File: src/cht_pkg.sv
// ---------------------------------------------------------------------------
// cht_pkg
// Constants, register map and shared types of the cache hit tracker.
// ---------------------------------------------------------------------------
package cht_pkg;

    // Geometry defaults
    localparam int LINE_BYTES_DEF = 64;
    localparam int MAX_LINES_DEF  = 64;

    // Address bits that take part in the lookup
    localparam int ADDR_BITS = 32;
    localparam int ADDR_USE  = (ADDR_BITS < 32) ? ADDR_BITS : 32;

    // Size register limits and reset value
    localparam logic [3:0] SIZE_LOG2_MIN   = 4'd7;
    localparam logic [3:0] SIZE_LOG2_MAX   = 4'd12;
    localparam logic [3:0] SIZE_LOG2_RESET = 4'd12;

    // APB address width: three 32-bit registers at 0, 4, 8
    localparam int REG_AW = 4;

    // Register indexes (paddr[3:2])
    typedef enum logic [1:0] {
        REG_SIZE_LOG2   = 2'd0,
        REG_FULLY_ASSOC = 2'd1,
        REG_SPLIT_MODE  = 2'd2
    } reg_idx_t;

    // Configuration as seen by the datapath
    typedef struct packed {
        logic [3:0] size_log2;
        logic       fully_assoc;
        logic       split_mode;
    } cht_cfg_t;

    // Controller to datapath commands
    typedef struct packed {
        logic capture;  // load the beat and its match vector
        logic commit;   // resolve hit, fill on miss, update counts
    } cht_cmd_t;

endpackage

File: src/cht_in_if.sv
// ---------------------------------------------------------------------------
// cht_in_if
// Access channel: one address beat with its type.
// ---------------------------------------------------------------------------
interface cht_in_if;
    logic        valid;
    logic        ready;
    logic [31:0] address;
    logic        is_data;

    modport source (output valid, output address, output is_data, input ready);
    modport sink   (input valid, input address, input is_data, output ready);
endinterface

File: src/cht_out_if.sv
// ---------------------------------------------------------------------------
// cht_out_if
// Result channel: hit flag and running counts.
// ---------------------------------------------------------------------------
interface cht_out_if;
    logic        valid;
    logic        ready;
    logic        hit;
    logic [31:0] access_count;
    logic [31:0] hit_count;

    modport source (output valid, output hit, output access_count, output hit_count,
                    input ready);
    modport sink   (input valid, input hit, input access_count, input hit_count,
                    output ready);
endinterface

File: src/cht_regs.sv
// ---------------------------------------------------------------------------
// cht_regs
// APB configuration registers: size_log2, fully_assoc, split_mode.
// ---------------------------------------------------------------------------
module cht_regs
    import cht_pkg::*;
(
    input  logic              clk,
    input  logic              rst_n,
    input  logic              psel,
    input  logic              penable,
    input  logic              pwrite,
    input  logic [REG_AW-1:0] paddr,
    input  logic [31:0]       pwdata,
    output logic [31:0]       prdata,
    output logic              pready,
    output cht_cfg_t          cfg
);

    cht_cfg_t cfg_reg;
    cht_cfg_t cfg_next;
    reg_idx_t idx;
    logic     wr_en;

    assign pready = 1'b1;
    assign idx    = reg_idx_t'(paddr[3:2]);
    assign wr_en  = psel && penable && pwrite;
    assign cfg    = cfg_reg;

    // Register write decode
    always_comb
    begin
        cfg_next = cfg_reg;
        if (wr_en)
        begin
            unique case (idx)
                REG_SIZE_LOG2:   cfg_next.size_log2   = pwdata[3:0];
                REG_FULLY_ASSOC: cfg_next.fully_assoc = pwdata[0];
                REG_SPLIT_MODE:  cfg_next.split_mode  = pwdata[0];
                default:         cfg_next = cfg_reg;
            endcase
        end
    end

    always_ff @(posedge clk or negedge rst_n)
    begin
        if (!rst_n)
        begin
            cfg_reg.size_log2   <= SIZE_LOG2_RESET;
            cfg_reg.fully_assoc <= 1'b0;
            cfg_reg.split_mode  <= 1'b0;
        end
        else
        begin
            cfg_reg <= cfg_next;
        end
    end

    // Read back
    always_comb
    begin
        unique case (idx)
            REG_SIZE_LOG2:   prdata = {28'd0, cfg_reg.size_log2};
            REG_FULLY_ASSOC: prdata = {31'd0, cfg_reg.fully_assoc};
            REG_SPLIT_MODE:  prdata = {31'd0, cfg_reg.split_mode};
            default:         prdata = 32'd0;
        endcase
    end

endmodule

File: src/cht_ctrl.sv
// ---------------------------------------------------------------------------
// cht_ctrl
// Controller: takes one beat, then commits it once the result slot is free.
// ---------------------------------------------------------------------------
module cht_ctrl
    import cht_pkg::*;
(
    input  logic     clk,
    input  logic     rst_n,
    input  logic     in_valid,
    output logic     in_ready,
    output logic     out_valid,
    input  logic     out_ready,
    output cht_cmd_t cmd
);

    typedef enum logic [1:0] {
        S_IDLE   = 2'b01,
        S_UPDATE = 2'b10
    } state_t;

    state_t state_reg;
    state_t state_next;
    logic   out_valid_reg;
    logic   out_valid_next;

    assign in_ready    = (state_reg == S_IDLE);
    assign out_valid   = out_valid_reg;
    assign cmd.capture = in_ready && in_valid;
    // Commit when the result register is empty or draining this cycle
    assign cmd.commit  = (state_reg == S_UPDATE) && (!out_valid_reg || out_ready);

    // Next state
    always_comb
    begin
        state_next = state_reg;
        unique case (state_reg)
            S_IDLE:   if (cmd.capture) state_next = S_UPDATE;
            S_UPDATE: if (cmd.commit)  state_next = S_IDLE;
            default:  state_next = S_IDLE;
        endcase
    end

    // Result valid flag
    always_comb
    begin
        priority if (cmd.commit)
            out_valid_next = 1'b1;
        else if (out_ready)
            out_valid_next = 1'b0;
        else
            out_valid_next = out_valid_reg;
    end

    always_ff @(posedge clk or negedge rst_n)
    begin
        if (!rst_n)
        begin
            state_reg     <= S_IDLE;
            out_valid_reg <= 1'b0;
        end
        else
        begin
            state_reg     <= state_next;
            out_valid_reg <= out_valid_next;
        end
    end

endmodule

File: src/cht_datapath.sv
// ---------------------------------------------------------------------------
// cht_datapath
// Tag store with one comparator per line, FIFO pointers and hit counters.
// ---------------------------------------------------------------------------
module cht_datapath
    import cht_pkg::*;
#(
    parameter int LINE_BYTES = LINE_BYTES_DEF,
    parameter int MAX_LINES  = MAX_LINES_DEF
)
(
    input  logic        clk,
    input  logic        rst_n,
    input  cht_cfg_t    cfg,
    input  cht_cmd_t    cmd,
    input  logic [31:0] address,
    input  logic        is_data,
    output logic        hit,
    output logic [31:0] access_count,
    output logic [31:0] hit_count
);

    localparam int         OFF_BITS = $clog2(LINE_BYTES);
    localparam int         LINE_W   = $clog2(MAX_LINES);
    localparam int         TAG_W    = ADDR_USE - OFF_BITS;
    localparam logic [4:0] OFF5     = 5'(OFF_BITS);
    localparam logic [4:0] LINE_W5  = 5'(LINE_W);

    // Line store
    logic [TAG_W-1:0]     line_tags_reg [MAX_LINES];
    logic [MAX_LINES-1:0] line_valid_reg;
    logic [LINE_W-1:0]    instr_ptr_reg;
    logic [LINE_W-1:0]    data_ptr_reg;
    logic [31:0]          accesses_reg;
    logic [31:0]          hits_reg;
    logic                 hit_reg;

    // Captured beat
    logic [TAG_W-1:0]     tag_reg;
    logic [LINE_W-1:0]    fill_line_reg;
    logic                 fa_reg;
    logic                 use_dptr_reg;
    logic [LINE_W-1:0]    next_ptr_reg;
    logic [MAX_LINES-1:0] match_reg;

    // Geometry and lookup terms
    logic [3:0]           sl_c;
    logic [4:0]           diff;
    logic [4:0]           lines_log2;
    logic [4:0]           half_log2;
    logic [LINE_W-1:0]    half_mask;
    logic [LINE_W-1:0]    base;
    logic [TAG_W-1:0]     line_addr;
    logic [TAG_W-1:0]     tag_sel;
    logic [LINE_W-1:0]    dm_line;
    logic                 use_dptr;
    logic [LINE_W-1:0]    slot;
    logic [LINE_W-1:0]    fill_line;
    logic [LINE_W-1:0]    fa_next;
    logic [MAX_LINES-1:0] match_next;
    logic                 in_range;
    logic                 hit_now;
    logic [31:0]          accesses_next;
    logic [31:0]          hits_next;

    // Line count, half size and the target line of this beat
    always_comb
    begin
        if (cfg.size_log2 < SIZE_LOG2_MIN)
            sl_c = SIZE_LOG2_MIN;
        else if (cfg.size_log2 > SIZE_LOG2_MAX)
            sl_c = SIZE_LOG2_MAX;
        else
            sl_c = cfg.size_log2;

        if ({1'b0, sl_c} > OFF5)
            diff = {1'b0, sl_c} - OFF5;
        else
            diff = 5'd0;

        // line count held between 2 and MAX_LINES
        if (diff < 5'd1)
            lines_log2 = 5'd1;
        else if (diff > LINE_W5)
            lines_log2 = LINE_W5;
        else
            lines_log2 = diff;

        half_log2 = lines_log2 - {4'd0, cfg.split_mode};
        half_mask = ~({LINE_W{1'b1}} << half_log2);
        use_dptr  = cfg.split_mode && is_data;
        base      = use_dptr ? (LINE_W'(1) << half_log2) : '0;

        line_addr = address[ADDR_USE-1:OFF_BITS];
        dm_line   = base | (line_addr[LINE_W-1:0] & half_mask);

        slot      = (use_dptr ? data_ptr_reg : instr_ptr_reg) & half_mask;
        fa_next   = (slot + LINE_W'(1)) & half_mask;

        if (cfg.fully_assoc)
        begin
            tag_sel   = line_addr;
            fill_line = base | slot;
        end
        else
        begin
            tag_sel   = line_addr >> half_log2;
            fill_line = dm_line;
        end
    end

    // One comparator per line; the range picks the lines this beat may hit
    always_comb
    begin
        for (int i = 0; i < MAX_LINES; i++)
        begin
            if (cfg.fully_assoc)
                in_range = ((LINE_W'(i) & ~half_mask) == base);
            else
                in_range = (LINE_W'(i) == dm_line);
            match_next[i] = line_valid_reg[i] && in_range && (line_tags_reg[i] == tag_sel);
        end
    end

    // Beat capture
    always_ff @(posedge clk)
    begin
        if (cmd.capture)
        begin
            tag_reg       <= tag_sel;
            fill_line_reg <= fill_line;
            fa_reg        <= cfg.fully_assoc;
            use_dptr_reg  <= use_dptr;
            next_ptr_reg  <= fa_next;
            match_reg     <= match_next;
        end
    end

    // Resolve and saturating counts
    assign hit_now       = |match_reg;
    assign accesses_next = (accesses_reg != 32'hFFFF_FFFF) ? accesses_reg + 32'd1
                                                           : accesses_reg;
    assign hits_next     = (hit_now && (hits_reg != 32'hFFFF_FFFF)) ? hits_reg + 32'd1
                                                                    : hits_reg;

    // Tag fill on miss
    always_ff @(posedge clk)
    begin
        if (cmd.commit && !hit_now)
            line_tags_reg[fill_line_reg] <= tag_reg;
    end

    always_ff @(posedge clk or negedge rst_n)
    begin
        if (!rst_n)
        begin
            line_valid_reg <= '0;
            instr_ptr_reg  <= '0;
            data_ptr_reg   <= '0;
            accesses_reg   <= '0;
            hits_reg       <= '0;
            hit_reg        <= 1'b0;
        end
        else if (cmd.commit)
        begin
            accesses_reg <= accesses_next;
            hits_reg     <= hits_next;
            hit_reg      <= hit_now;
            if (!hit_now)
            begin
                line_valid_reg[fill_line_reg] <= 1'b1;
                if (fa_reg && use_dptr_reg)
                    data_ptr_reg <= next_ptr_reg;
                else if (fa_reg)
                    instr_ptr_reg <= next_ptr_reg;
            end
        end
    end

    // Counts only move at commit, so they double as the result payload
    assign hit          = hit_reg;
    assign access_count = accesses_reg;
    assign hit_count    = hits_reg;

endmodule

File: src/cache_hit_tracker.sv
// Sequencing: an accepted beat is captured, then committed once the result
// register is free; the result is registered at commit.
// No new beat is taken until the previous one commits (compare, then fill on the tag store).
// A pending result does not block the next beat from being taken.
// Reset (rst_n, async, active low): valid bits, FIFO pointers and counts cleared,
// registers back to size_log2 = 12, direct-mapped, unified; ready right after reset.
// ---------------------------------------------------------------------------
// cache_hit_tracker
// Cache tag store model with hit and access counts, APB configured.
// ---------------------------------------------------------------------------
module cache_hit_tracker
    import cht_pkg::*;
#(
    parameter int LINE_BYTES = LINE_BYTES_DEF,
    parameter int MAX_LINES  = MAX_LINES_DEF
)
(
    input  logic              clk,
    input  logic              rst_n,
    cht_in_if.sink            in_ch,
    cht_out_if.source         out_ch,
    input  logic              psel,
    input  logic              penable,
    input  logic              pwrite,
    input  logic [REG_AW-1:0] paddr,
    input  logic [31:0]       pwdata,
    output logic [31:0]       prdata,
    output logic              pready
);

    cht_cfg_t cfg;
    cht_cmd_t cmd;

    // Configuration registers
    cht_regs u_regs (
        .clk     (clk),
        .rst_n   (rst_n),
        .psel    (psel),
        .penable (penable),
        .pwrite  (pwrite),
        .paddr   (paddr),
        .pwdata  (pwdata),
        .prdata  (prdata),
        .pready  (pready),
        .cfg     (cfg)
    );

    // Sequencing
    cht_ctrl u_ctrl (
        .clk       (clk),
        .rst_n     (rst_n),
        .in_valid  (in_ch.valid),
        .in_ready  (in_ch.ready),
        .out_valid (out_ch.valid),
        .out_ready (out_ch.ready),
        .cmd       (cmd)
    );

    // Tag store and counters
    cht_datapath #(
        .LINE_BYTES (LINE_BYTES),
        .MAX_LINES  (MAX_LINES)
    ) u_datapath (
        .clk          (clk),
        .rst_n        (rst_n),
        .cfg          (cfg),
        .cmd          (cmd),
        .address      (in_ch.address),
        .is_data      (in_ch.is_data),
        .hit          (out_ch.hit),
        .access_count (out_ch.access_count),
        .hit_count    (out_ch.hit_count)
    );

endmodule

File: src/flat_wrapper.sv
// flat-port wrapper written by rule: the top's interface ports become plain ports
module cache_hit_tracker_flat import cht_pkg::*;
#(
    parameter int LINE_BYTES = LINE_BYTES_DEF,
    parameter int MAX_LINES  = MAX_LINES_DEF
)
  (clk, rst_n, psel, penable, pwrite, paddr, pwdata, prdata, pready, in_ch_valid, in_ch_address, in_ch_is_data, in_ch_ready, out_ch_valid, out_ch_hit, out_ch_access_count, out_ch_hit_count, out_ch_ready);
  cht_in_if in_ch_i ();
  cht_out_if out_ch_i ();
  input  logic clk;
  input  logic rst_n;
  input  logic psel;
  input  logic penable;
  input  logic pwrite;
  input  logic [REG_AW-1:0] paddr;
  input  logic [31:0] pwdata;
  output logic [31:0] prdata;
  output logic pready;
  input wire logic [$bits(in_ch_i.valid)-1:0] in_ch_valid;
  input wire logic [$bits(in_ch_i.address)-1:0] in_ch_address;
  input wire logic [$bits(in_ch_i.is_data)-1:0] in_ch_is_data;
  output wire logic [$bits(in_ch_i.ready)-1:0] in_ch_ready;
  output wire logic [$bits(out_ch_i.valid)-1:0] out_ch_valid;
  output wire logic [$bits(out_ch_i.hit)-1:0] out_ch_hit;
  output wire logic [$bits(out_ch_i.access_count)-1:0] out_ch_access_count;
  output wire logic [$bits(out_ch_i.hit_count)-1:0] out_ch_hit_count;
  input wire logic [$bits(out_ch_i.ready)-1:0] out_ch_ready;
  assign in_ch_i.valid = in_ch_valid;
  assign in_ch_i.address = in_ch_address;
  assign in_ch_i.is_data = in_ch_is_data;
  assign in_ch_ready = in_ch_i.ready;
  assign out_ch_valid = out_ch_i.valid;
  assign out_ch_hit = out_ch_i.hit;
  assign out_ch_access_count = out_ch_i.access_count;
  assign out_ch_hit_count = out_ch_i.hit_count;
  assign out_ch_i.ready = out_ch_ready;
  cache_hit_tracker #(.LINE_BYTES(LINE_BYTES), .MAX_LINES(MAX_LINES)) u_core (.clk(clk), .rst_n(rst_n), .in_ch(in_ch_i), .out_ch(out_ch_i), .psel(psel), .penable(penable), .pwrite(pwrite), .paddr(paddr), .pwdata(pwdata), .prdata(prdata), .pready(pready));
endmodule
File: config.mk
export PLATFORM = sky130hd
export DESIGN_NAME = cache_hit_tracker_flat
export DESIGN_NICKNAME = d
export VERILOG_FILES = /design/src/cht_pkg.sv /design/src/cht_in_if.sv /design/src/cht_out_if.sv /design/src/cht_regs.sv /design/src/cht_ctrl.sv /design/src/cht_datapath.sv /design/src/cache_hit_tracker.sv /design/src/flat_wrapper.sv
export SDC_FILE = /design/constraint.sdc
export NUM_CORES = 2
export LEC_CHECK = 0
export ABC_CLOCK_PERIOD_IN_PS = 5200
export BUFFER_PORTS_ARGS = -buffer_cell sky130_fd_sc_hd__buf_4
export CORE_MARGIN = 10
export CORE_UTILIZATION = 45
export DETAILED_ROUTE_END_ITERATION = 6
export PLACE_DENSITY_LB_ADDON = 0.05
export SLEW_MARGIN = 10
export SYNTH_ARGS = -nofsm -noshare
export SYNTH_HDL_FRONTEND = slang
export SYNTH_HIERARCHICAL = 1
export SYNTH_SLANG_ARGS = --single-unit
File: constraint.sdc
create_clock -name clk -period 5.2 [get_ports clk]
set_clock_uncertainty 0.1 [all_clocks]
set_input_delay 0.26 -clock clk [delete_from_list [all_inputs] [get_ports clk]]
set_output_delay 0.26 -clock clk [all_outputs]
set_load 0.02 [all_outputs]
After elaboration in Yosys (flattened, before gate mapping)
Memories as Yosys holds them, arrays and structs flattened.
Index checks and enable logic that the tools add are counted.
Operators by class
  add/subtract/negate cells: 5
  multiply operators: 0
  divide/modulo/power cells: 0
  $lt $le $gt $ge: 7
  equal/unequal tests: 198
  shifts and indexed selects: 3
  mux-type cells: 83
  bitwise operators: 10
  reduce and logical (&&, ||, !) cells: 154
Operators by type and width (count)
  26-bit == test: 64
  6-bit == test: 32
  6-bit == test, first input constant: 32
  1-bit logical AND: 137
  5-bit by 6-bit == test with 1-bit output: 16
  5-bit by 6-bit == test with 1-bit output, first input constant: 16
  1-bit 2-to-1 mux: 69
  32-bit by 1-bit adder with 32-bit output, second input constant: 2
  32-bit inequality test, second input constant: 2
  64-bit bitwise OR: 1
  64-bit OR reduction: 1
  4-bit by 6-bit == test with 1-bit output: 8
  4-bit by 6-bit == test with 1-bit output, first input constant: 8
  26-bit 2-to-1 mux: 1
  26-bit by 5-bit right shift with 26-bit output: 1
  3-bit by 6-bit == test with 1-bit output: 4
  3-bit by 6-bit == test with 1-bit output, first input constant: 4
  6-bit bitwise AND: 3
  6-bit 2-to-1 mux: 3
  5-bit 2-to-1 mux: 3
  2-bit AND reduction: 7
  2-bit by 6-bit == test with 1-bit output: 2
  2-bit by 6-bit == test with 1-bit output, first input constant: 2
  6-bit logical NOT: 2
  32 further kinds: 40
Word-level totals
  register bits: 254
  latch bits: 0
  bits in writable memories: 1664
  memory bits (read-only): 0
  bits of input ports: 76
  output and inout port bits: 100
  word-level logic and storage cells: 478
  memories: 1
Memory list
  u_core.u_datapath.line_tags_reg: depth 64, width 26, rd ports 64, clocked after memory_dff 0, wr ports 1, RTL line cht_datapath.sv:30  | logic [TAG_W-1:0] line_tags_reg [MAX_LINES];

Logic depth before layout (Yosys ltp)
  depth in word-level cells: 17
  mapped depth: 24
  mapped depth without buffers: 19

Cells and area by module
The synthesis kept the hierarchy.
By module, submodules not included
  cht_datapath: instances 1, cells an instance 5861, area each 84740.0 um^2, seq. area each 56619.3 um^2
  cht_regs: instances 1, cells an instance 54, area each 541.8 um^2, seq. area each 152.6 um^2
  cht_ctrl: instances 1, cells an instance 12, area each 137.6 um^2, seq. area each 76.3 um^2

Worst setup path before layout
Ideal clock, no wire load.
  path kind: flip-flop to flip-flop
  start: register u_core.u_regs.cfg_reg (netlist bit u_core/u_regs/cfg[5])
  end: register u_core.u_datapath.match_reg[21] (data pin)
  library setup time: 176 ps
  arrival: 4625 ps
  data required time: 4924 ps
  setup slack: 299 ps
  cell stages (with the launch flop): 22
  buffers on the path: 4
  period minus slack after synthesis: 4901 ps
  cells stage by stage: dfstp_2 -> buf_2 -> o21ai_0 -> ha_1 -> inv_1 -> ha_1 -> buf_2 -> nor2_1 -> a21oi_1 -> ha_1 -> ha_1 -> buf_6 -> buf_6 -> mux2_1 -> mux2i_1 -> a21o_1 -> a21oi_4 -> or3_1 -> a2111oi_1 -> nand4_1 -> or4_1 -> nor4_1
Between the ends
  word-level cells in the longest chain between the ends: 17
  elaborated cells on any way between the ends: 27
  classes of those cells: add/sub (2); order compare (5); eq/ne (3); shift (3); mux (8); bitwise (4); reduce/logical (2)
RTL lines
  start: declaration: RTL line cht_regs.sv:20  | cht_cfg_t cfg_reg;
  start signal: assignment: RTL line cht_regs.sv:55  | cfg_reg <= cfg_next;
  4-bit greater-than comparator: RTL line cht_datapath.sv:71  | else if (cfg.size_log2 > SIZE_LOG2_MAX)
  4-bit 2-to-1 mux: RTL line cht_datapath.sv:71
  4-bit 2-to-1 mux *: RTL line cht_datapath.sv:69  | if (cfg.size_log2 < SIZE_LOG2_MIN)
  4-bit by 3-bit subtractor with 5-bit output or 4-bit by 3-bit greater-than comparator with 1-bit output (tied branches): RTL line cht_datapath.sv:77, cht_datapath.sv:76
  5-bit 2-to-1 mux *: RTL line cht_datapath.sv:76  | if ({1'b0, sl_c} > OFF5)
  5-bit by 3-bit greater-than comparator with 1-bit output: RTL line cht_datapath.sv:84  | else if (diff > LINE_W5)
  5-bit 2-to-1 mux: RTL line cht_datapath.sv:84
  5-bit 2-to-1 mux *: RTL line cht_datapath.sv:82  | if (diff < 5'd1)
  [... 2 more ...]
  6-bit NOT: RTL line cht_datapath.sv:90  | half_mask = ~({LINE_W{1'b1}} << half_log2);
  6-bit bitwise AND: RTL line cht_datapath.sv:95  | dm_line = base | (line_addr[LINE_W-1:0] & half_mask);
  6-bit bitwise OR: RTL line cht_datapath.sv:95
  5-bit by 6-bit == test with 1-bit output: RTL line cht_datapath.sv:120  | in_range = (LINE_W'(i) == dm_line);
  1-bit 2-to-1 mux: RTL line cht_datapath.sv:117  | if (cfg.fully_assoc)
  1-bit logical AND: RTL line cht_datapath.sv:121  | match_next[i] = line_valid_reg[i] && in_range && (line_tags_reg[i] == tag_sel);
  1-bit logical AND *: RTL line cht_datapath.sv:121
  named net u_core.u_datapath.match_next[21]: RTL line cht_datapath.sv:60  | logic [MAX_LINES-1:0] match_next;
  end signal: assignment: RTL line cht_datapath.sv:135  | match_reg <= match_next;
  end: declaration: RTL line cht_datapath.sv:44  | logic [MAX_LINES-1:0] match_reg;
Mark *: on every way through the listed nets, which the timed path passes. The rest lies on a longest branch.
A chain may end at the register's enable or synchronous reset.

Final worst setup path
  start: register u_core.u_regs.cfg_reg (netlist bit u_core/u_regs/cfg[4])
  end: register u_core.u_datapath.match_reg[10] (data pin)
Between the ends
  word-level cells in the longest chain between the ends: 17
  elaborated cells on any way between the ends: 27
  classes of those cells: add/sub (2); order compare (5); eq/ne (3); shift (3); mux (8); bitwise (4); reduce/logical (2)
RTL lines (RTL line)
  4-bit greater-than comparator: cht_datapath.sv:71
  4-bit 2-to-1 mux: cht_datapath.sv:71
  4-bit 2-to-1 mux *: cht_datapath.sv:69
  4-bit by 3-bit subtractor with 5-bit output or 4-bit by 3-bit greater-than comparator with 1-bit output (tied branches): cht_datapath.sv:77, cht_datapath.sv:76
  5-bit 2-to-1 mux *: cht_datapath.sv:76
  5-bit by 3-bit greater-than comparator with 1-bit output: cht_datapath.sv:84
  5-bit 2-to-1 mux: cht_datapath.sv:84
  5-bit 2-to-1 mux *: cht_datapath.sv:82
  [... 2 more ...]
  6-bit NOT: cht_datapath.sv:90
  6-bit bitwise AND: cht_datapath.sv:95
  6-bit bitwise OR: cht_datapath.sv:95
  4-bit by 6-bit == test with 1-bit output: cht_datapath.sv:120
  1-bit 2-to-1 mux: cht_datapath.sv:117
  1-bit logical AND: cht_datapath.sv:121
  1-bit logical AND *: cht_datapath.sv:121
  named net u_core.u_datapath.match_next[10]: cht_datapath.sv:60
Marked as above.

==> results_dict.tcl <==
set metrics [dict create \
    grt_pass1_wl_mm 513.0 \
    max_freq_ghz 0.1943 \
    synthFlopType "edfxtp_1" \
    async_flop_share_pct 7.821 \
    synth_cell_types 115 \
    required_ps 5810 \
    dieArea_um2 207600 \
    violations "design-rule violations" \
    die-width_um 455.7 \
    initial_core_util_pct 45.39 \
    critPathMaxStageDelay_ps 550 \
    slowest_stage "dfstp_2" \
    critPathLaunch "u_core/u_regs/cfg[4]$_DFFE_PN1P_" \
    grt_use_total_pct 36.07 \
    power_density_nw_per_um2 622.3 \
    timing.final.crit_share_pct 98.95 \
    synth_compound_area_share_pct 6.134 \
    synth_top_family_by_area "XOR/XNOR gates" \
    r2r-start "u_core/u_regs/cfg[4]$_DFFE_PN1P_" \
    vias 60710 \
    drv_cap 0 \
    synth_most_common_cell "edfxtp_1" \
    hold_viol 0 \
    synth-xor-area-share_pct 15.60 \
    setup_ws_ps 54.61 \
    final_cell_area_um2 107800 \
    rsz0062_at_grt "yes" \
    drtAntennaViolNets 0 \
    worstPathArrival_ps 5760 \
    ys_top_cells_by_area "edfxtp_1 (62%), xnor2_1 (10%), xor2_1 (5.2%)" \
    crit_top_cell "buf_4" \
    wire_per_inst_um 39.57 \
    synth_top_area_share_pct 62.15 \
    dpl.hpwl_mm 262.2 \
    portBuffers 110 \
    synthCells 5927 \
    yosys.area_share.simple_pct 8.277 \
    setup_viol 0 \
    clock_latency_ps 880 \
    outcome "complete, but fails checks" \
    min_path_cells 5 \
    place_area_um2 98690 \
    grt_max_degree 65 \
    p_leak_uw 0.03696 \
    dp_slack_ps -670.4 \
    yosys_warnings 6 \
    hp-class "in2reg" \
    drc 4 \
    slew_violations 0 \
    synthTopCellsByCount "edfxtp_1 (1768), xnor2_1 (1010), xor2_1 (511)" \
    ys_seq_area_share_pct 66.55 \
    worstPathCellList "nand2b_1, ha_1, inv_1, ha_2, nor2_1, a21oi_1, ha_2, ha_4, clkbuf_16, mux2_4, mux2_4, and3_1, o21ai_1, buf_4, and3_4, inv_6, buf_12, buf_4, buf_6, xnor2_1, nand4_1, nor4_4, buf_4, and4_1" \
    clock_path_buffers 3 \
    routed_wl_mm 388.0 \
    routabilityCongestion 0.9951 \
    crit_fanout 6 \
    die_h_um 455.7 \
    startpoint_type "flop" \
    cts_made_buffers 204 \
    crit_end "u_core/u_datapath/match_reg[10]$_DFFE_PP_" \
    final_util_pct 57.28 \
    synth_area_um2 85420 \
    nets 7188 \
    whs_ps 90.29 \
    synth_edf_count 1768 \
    muxShareOfSynthArea_pct 1.116 \
    drive_gt1_share_pct 26.67 \
    coreArea_um2 188200 \
    area_growth_pct 26.19 \
    crit_path_end_kind "flop" \
    relSlewSlack_pct 11.88 \
    synth.largest_area_cell "edfxtp_1" \
    overflow 0 \
    htree_levels 4 \
    min_period_ps 5145 \
    grt_pass1_vias 57380 \
    antenna_found_initial 37 \
    cts_root_buffer "clkbuf_16" \
    via_per_inst 6.191 \
    ir_drop_mv 0.5312 \
    cts_sinks 1918 \
    clk_pin_slew_worst_paths_ps 70 \
    avgSynthCellArea_um2 14.41 \
    reg2reg_to "u_core/u_datapath/match_reg[10]$_DFFE_PP_" \
    rrSetupSlack_ps 50 \
    ys_ff_latch 1918 \
    row_count 159 \
    critical_path_class "reg2reg" \
    ios 176 \
    largest_register_ffs 1664 \
    synthAdderAreaFrac_pct 0.1025 \
    first_pass_iters 7 \
    drtIter0Drc 9453 \
    tightest_slew_ps 1318 \
    r2r_cells 24 \
    cts_tree "done" \
]
-- metrics by stage --
step / setup TNS (ps) / total power (uW) / cells
2_1_floorplan: 0 / 31390 / 5954
3_3_place_gp: -18890 / 49910 / 9298
3_5_place_dp: -17010 / 49890 / 9298
4_1_cts: -43.88 / 64770 / 9715
5_1_grt: -352.3 / 68170 / 9780
6_report: 0 / 67080 / 9805
-- repair_timing --
item,in CTS,in global routing
pin swaps,11,75
hold endpoints to repair,108,0
resized for setup,89,237
cloned,1,4
setup buffers,12,62
setup endpoints to repair,64,63
hold buffers,21,0
-- worst min path at each step --
stage	to	slack (ps)	startpoint
2_1_floorplan	u_core/u_ctrl/out_valid$_DFFE_PN0P_	-140	rst_n
3_3_place_gp	u_core/u_datapath/hit_count[10]$_DFFE_PN0P_	290	rst_n
3_5_place_dp	u_core/u_datapath/hit_count[10]$_DFFE_PN0P_	300	rst_n
4_1_cts	u_core/u_datapath/match_reg[23]$_DFFE_PP_	30	in_ch_address[20]
5_1_grt	u_core/u_datapath/match_reg[23]$_DFFE_PP_	110	in_ch_address[20]
6_report	u_core/u_datapath/match_reg[23]$_DFFE_PP_	90	in_ch_address[20]
-- final cells by class --
| cell class | count | area (um2) |
|---|---|---|
| Antenna cell | 28 | 70.07 |
| Clock buffer | 295 | 5644 |
| Clock inverter | 88 | 748.2 |
| Fill cell | 15250 | 80400 |
| Inverter | 55 | 226.5 |
| Multi-Input combinational cell | 3682 | 28400 |
| Sequential cell | 1918 | 56850 |
| Tap cell | 2495 | 3122 |
| Timing Repair Buffer | 1244 | 12730 |
-- layer usage --
layer / wire length, um / part of all wire [%] / vias up / track usage, %
met5: 123 / 0.032 / - / 0
met4: 26280 / 6.8 / 18 / 19.33
met3: 40970 / 11 / 956 / 8.364
met2: 172400 / 44 / 3918 / 55.81
met1: 148300 / 38 / 31230 / 47.16
li1: - / - / 24590 / -
-- where the power goes --
group	switching, uW	internal [uW]	total [uW]
registers	347	17800	18200
logic	21500	13100	34600
clock network	6320	7980	14300
-- cell families after synthesis --
group	count (synthesis)
mux	85
buf+inv	354
flops	1918
compound gates	736
other cells	2
simple gates	1304
xor+xnor	1521
fa+ha+maj	7
-- layout by cell type (no fill, tap or decap), types with 29 or more instances in the layout --
cell type	count
xor2_1	509
conb_1	29
buf_6	33
nor3_1	85
and4_1	29
nand2_1	200
o21ai_0	117
a21oi_1	156
or2_2	70
nor2_2	66
nor4_1	134
mux2i_1	29
nand4_1	176
o211ai_1	31
buf_4	935
nand3_1	118
dfrtp_1	146
xnor2_1	1001
edfxtp_1	1768
nor2_1	163
clkinv_1	42
clkbuf_16	214
nor4_2	54
o22ai_1	34
clkbuf_1	78
inv_1	43
mux2_2	35
buf_12	242
o2111ai_1	54
-- worst max-delay path, delay by kind of cell, from the launching register on --
| family | cells | cell delay [ps] |
|---|---|---|
| multiplexers | 2 | 590 |
| AO/OA/AOI/OAI | 2 | 210 |
| AND/OR/NAND/NOR | 7 | 1410 |
| buffers and inverters | 8 | 1040 |
| flip-flops | 1 | 550 |
| XOR/XNOR | 1 | 140 |
| adder cells (fa/ha/maj) | 4 | 900 |
No activity file was read; power rests on OpenSTA's default activity.
